**config.mk**
```make
export PLATFORM = sky130hd
export DESIGN_NAME = pidc_qmul
export DESIGN_NICKNAME = d
export VERILOG_FILES = /design/src/hw/rtl/pidc_pkg.sv /design/src/hw/rtl/pidc_qmul.sv
export SDC_FILE = /design/constraint.sdc
export NUM_CORES = 2
export LEC_CHECK = 0
export ABC_AREA = 1
export BUFFER_PORTS_ARGS = -buffer_cell sky130_fd_sc_hd__buf_2
export CORE_ASPECT_RATIO = 0.5
export CORE_MARGIN = 5
export CORE_UTILIZATION = 68
export DETAILED_ROUTE_END_ITERATION = 10
export PLACE_DENSITY = 0.9
export SLEW_MARGIN = 15
export SYNTH_ARGS = -nofsm -noshare
export SYNTH_HDL_FRONTEND = slang
export SYNTH_SLANG_ARGS = --single-unit
```
**constraint.sdc**
```tcl
create_clock -name vclk -period 11.68
set_input_delay 0.584 -clock vclk [all_inputs]
set_output_delay 0.584 -clock vclk [all_outputs]
set_load 0.005 [all_outputs]
```
**src/hw/rtl/pidc_pkg.sv**
```systemverilog
// Shared types, constants and saturation helpers for the PID controller.
// No dependencies; every other file of the block refers to it by scoped names.
`default_nettype none

package pidc_pkg;

  localparam int unsigned DataW   = 32;  // Q16.16 word
  localparam int unsigned LimW    = 31;  // unsigned limits and dead band
  localparam int unsigned FracW   = 16;  // fraction bits
  localparam int unsigned CfgIdxW = 3;

  typedef logic signed [DataW-1:0] q_t;
  typedef logic        [LimW-1:0]  lim_t;

  // Configuration register indexes
  typedef enum logic [CfgIdxW-1:0] {
    RegGainP       = 3'd0,
    RegGainI       = 3'd1,
    RegGainD       = 3'd2,
    RegMaxIntegral = 3'd3,
    RegMaxOutput   = 3'd4,
    RegDeadBand    = 3'd5
  } cfg_reg_e;

  // Item commands
  typedef enum logic {
    CmdCalc  = 1'b0,
    CmdClear = 1'b1
  } cmd_e;

  // Saturate a 33-bit signed value to 32 bits
  function automatic q_t sat33(input logic signed [DataW:0] x);
    q_t res;
    if (x[DataW] != x[DataW-1]) begin
      res = x[DataW] ? {1'b1, {(DataW-1){1'b0}}} : {1'b0, {(DataW-1){1'b1}}};
    end else begin
      res = x[DataW-1:0];
    end
    return res;
  endfunction

  // Clamp a 34-bit signed value to +-lim (lim is 31-bit unsigned)
  function automatic q_t clamp_sym(input logic signed [DataW+1:0] x, input lim_t lim);
    logic signed [DataW+1:0] pos;
    logic signed [DataW+1:0] neg;
    q_t                      res;
    pos = signed'({3'b000, lim});
    neg = -pos;
    if (x > pos) begin
      res = pos[DataW-1:0];
    end else if (x < neg) begin
      res = neg[DataW-1:0];
    end else begin
      res = x[DataW-1:0];
    end
    return res;
  endfunction

endpackage

`default_nettype wire

```
**src/hw/rtl/pidc_qmul.sv**
```systemverilog
// Q16.16 multiply: exact 64-bit product, arithmetic shift by 16, saturate to 32 bits.
// Depends on pidc_pkg.
`default_nettype none

module pidc_qmul (
  input  pidc_pkg::q_t a_i,
  input  pidc_pkg::q_t b_i,
  output pidc_pkg::q_t y_o
);

  localparam int unsigned ProdW = 2 * pidc_pkg::DataW;
  localparam int unsigned TopLo = pidc_pkg::FracW + pidc_pkg::DataW - 1;

  logic signed [ProdW-1:0] prod;
  logic                    fits;

  // Operands sign-extended to the full product width
  assign prod = ProdW'(a_i) * ProdW'(b_i);

  // Shifted value fits when its sign bit and all bits above it agree
  assign fits = (&prod[ProdW-1:TopLo]) | ~(|prod[ProdW-1:TopLo]);

  always_comb begin
    if (fits) begin
      y_o = prod[TopLo:pidc_pkg::FracW];
    end else if (prod[ProdW-1]) begin
      y_o = {1'b1, {(pidc_pkg::DataW-1){1'b0}}};
    end else begin
      y_o = {1'b0, {(pidc_pkg::DataW-1){1'b1}}};
    end
  end

endmodule

`default_nettype wire

```
==> impl_results.md <==
* Die area at 61800 sq um
* Synthesis-to-layout area growth at 1.92%
* Synth Area in Compound Gates at 1.70%
* Starting Density at 69.0%
* DR vias/cell at 5.56
* Max Freq at 96.6 MHz
* Synth area leader: fa_1
* Crit start category: input pin
* Initial antenna violation count at 2
* Crit path capture type: output port
* DP Worst Slack at 1.48 ns
* Num rows at 61
* Final worst path period need at 10.35 ns
* RSZ-0062 raised after global routing: false
* CP arrival at 9.77 ns
* Status: completed
* Wire per inst at 18.9 microns
* Sequential cell area at 0 sq um
* Critical path class: input pin to output port
* Tot GR Track Use at 35.8%
* I/O Pins at 96
* CTS Hold Bufs at 0
* Worst path required time at 11.10 ns
* Pre-antenna DRT Iters at 6
* Final Max Tran Viols at 0
* Core Region at 55800 sq um
* Area share of the largest cell type after synthesis at 56.2%
* Mux cell area share after synthesis at 0%
* Resized cells post-CTS at 0
* Count of different cell masters after synthesis at 33
* Xor/xnor cell area share of the yosys netlist at 1.11%
* Simple-gate area share of the yosys netlist at 17.3%
* Most used cell, CP: nand2_1
* Post-Syn Nets at 6285
* Syn Area/Cell at 7.76 sq um
* Largest family of logic cells by synthesized area: adder cells
* Ratio of final minimum period to clock period at 88.6%
* Critical Path Fanout Max at 32
* Fin area at 39200 sq um
* Sequential cells at 0
* YS warnings at 0
* Largest cells by area after synthesis: fa_1 (56%), inv_1 (16%), nand2_1 (14%), ha_1 (5.9%), clkbuf_1 (1.9%)
* Seq/Total Area, Yosys at 0%
* Max incr delay on CP at 0.63 ns
* Setup Fix Bufs, Post-CTS at 0
* Setup WS post-layout at 1.33 ns
* Hpwl dp at 90.2 mm
* Final net count at 6198
* Most frequent cells in the layout: inv_1 (1611), nand2_1 (1476), fa_1 (1081)
* Post-Synthesis Cells at 4960
* Layout cells sized above 1 at 3.00%
* PortBufs at 96
* Worst Hold Class: input pin to output port
* WL final at 106 mm
* Fin Setup TNS at 0 ns
* Post-synthesis adder-cell area fraction at 62.1%
* Max cap viols at 0
* Area occupied by multi-input gates at 31600 sq um
* First-pass GRT wire length at 175 mm
* CP max stage cell: fa_1
* Die W at 346 microns
* Die height at 178 microns
* Post-DP Area at 39200 sq um
* Filler instances at 4050
* Slew @ Worst Pin at 1.05 ns
* Residual DRC at 0
* Remaining Overflow, GRT at 0
* Antenna Violating Nets Remaining at 0
* Largest net degree at the start of global routing at 33
* GP Congestion at 1.03
* Worst hold stages at 11
* Vias in the first global route at 35202
* Drt first-iter violations at 2990
* Clock buf count at 0
* Setup-failing EPs final at 0
* Relative slew margins at 30.1%
* Vias at 31325
* Commonest non-fill, non-tap cell in the layout: inv_1
* Count of final hold-check violations at 0
* Post-synthesis cell area at 38500 sq um
## worst max-delay path: cells and delay by family
family	cells	cell delay, ns
adder cells (fa/ha/maj)	9	4.42
buffers and inverters	8	2.03
AND/OR/NAND/NOR	16	2.67
## synth_stat cells (3+ instances only)
cell      instances
a21boi_0          3
a21o_1            3
a21oi_1          76
and3_1            8
buf_6             6
clkbuf_1        190
fa_1           1081
ha_1            180
inv_1          1611
inv_2             6
nand2_1        1476
nand2_2          10
nand3_1          41
nand3_2           3
nand3b_1          4
nor2_1          137
nor2_2            6
nor3_1            8
nor4_1            5
o21ai_0          26
o21bai_1         11
or2_2             8
xnor2_1          19
xor2_1           30
## cells by family (layout without fill, tap and decap cells)
| kind of cell | after synthesis | count (layout) |
|---|---|---|
| AO/OA/AOI/OAI | 122 | 122 |
| adder cells (fa/ha/maj) | 1261 | 1261 |
| AND/OR/NAND/NOR | 1713 | 1713 |
| XOR/XNOR | 49 | 49 |
| buffers and inverters | 1815 | 1726 |
| other | 0 | 2 |
## metal layers
layer	wire length [microns]	global-route usage, %	up-vias
li1	-	-	13316
met1	37700	45.6	15470
met2	50800	60.6	2016
met3	12100	7.29	523
met4	5550	15.9	0
met5	0	0	-
## final cells by class
| cell class | count | area share, % |
|---|---|---|
| multi-input combinational | 3145 | 80.6 |
| timing repair buffer | 109 | 1.47 |
| inverter | 1617 | 15.5 |
| antenna | 2 | 0.0128 |
| tap | 756 | 2.41 |
## stage by stage
step,hold WS [ns],cells,utilization [%]
3_3_place_gp,2.25,5627,70.3
2_1_floorplan,1.77,4960,-
4_1_cts,2.27,5627,70.3
5_1_grt,2.37,5629,70.3
6_report,2.27,5629,70.3
3_5_place_dp,2.27,5627,70.3
## path summary, 6_finish.rpt
check | start | to | slack [ns]
hold / removal | a_i[1] | y_o[5] | 2.27
setup / recovery | b_i[5] | y_o[1] | 1.33
Power is not shown: default switching activity piles up to over one toggle a cycle in this logic, so the estimate is an artifact.
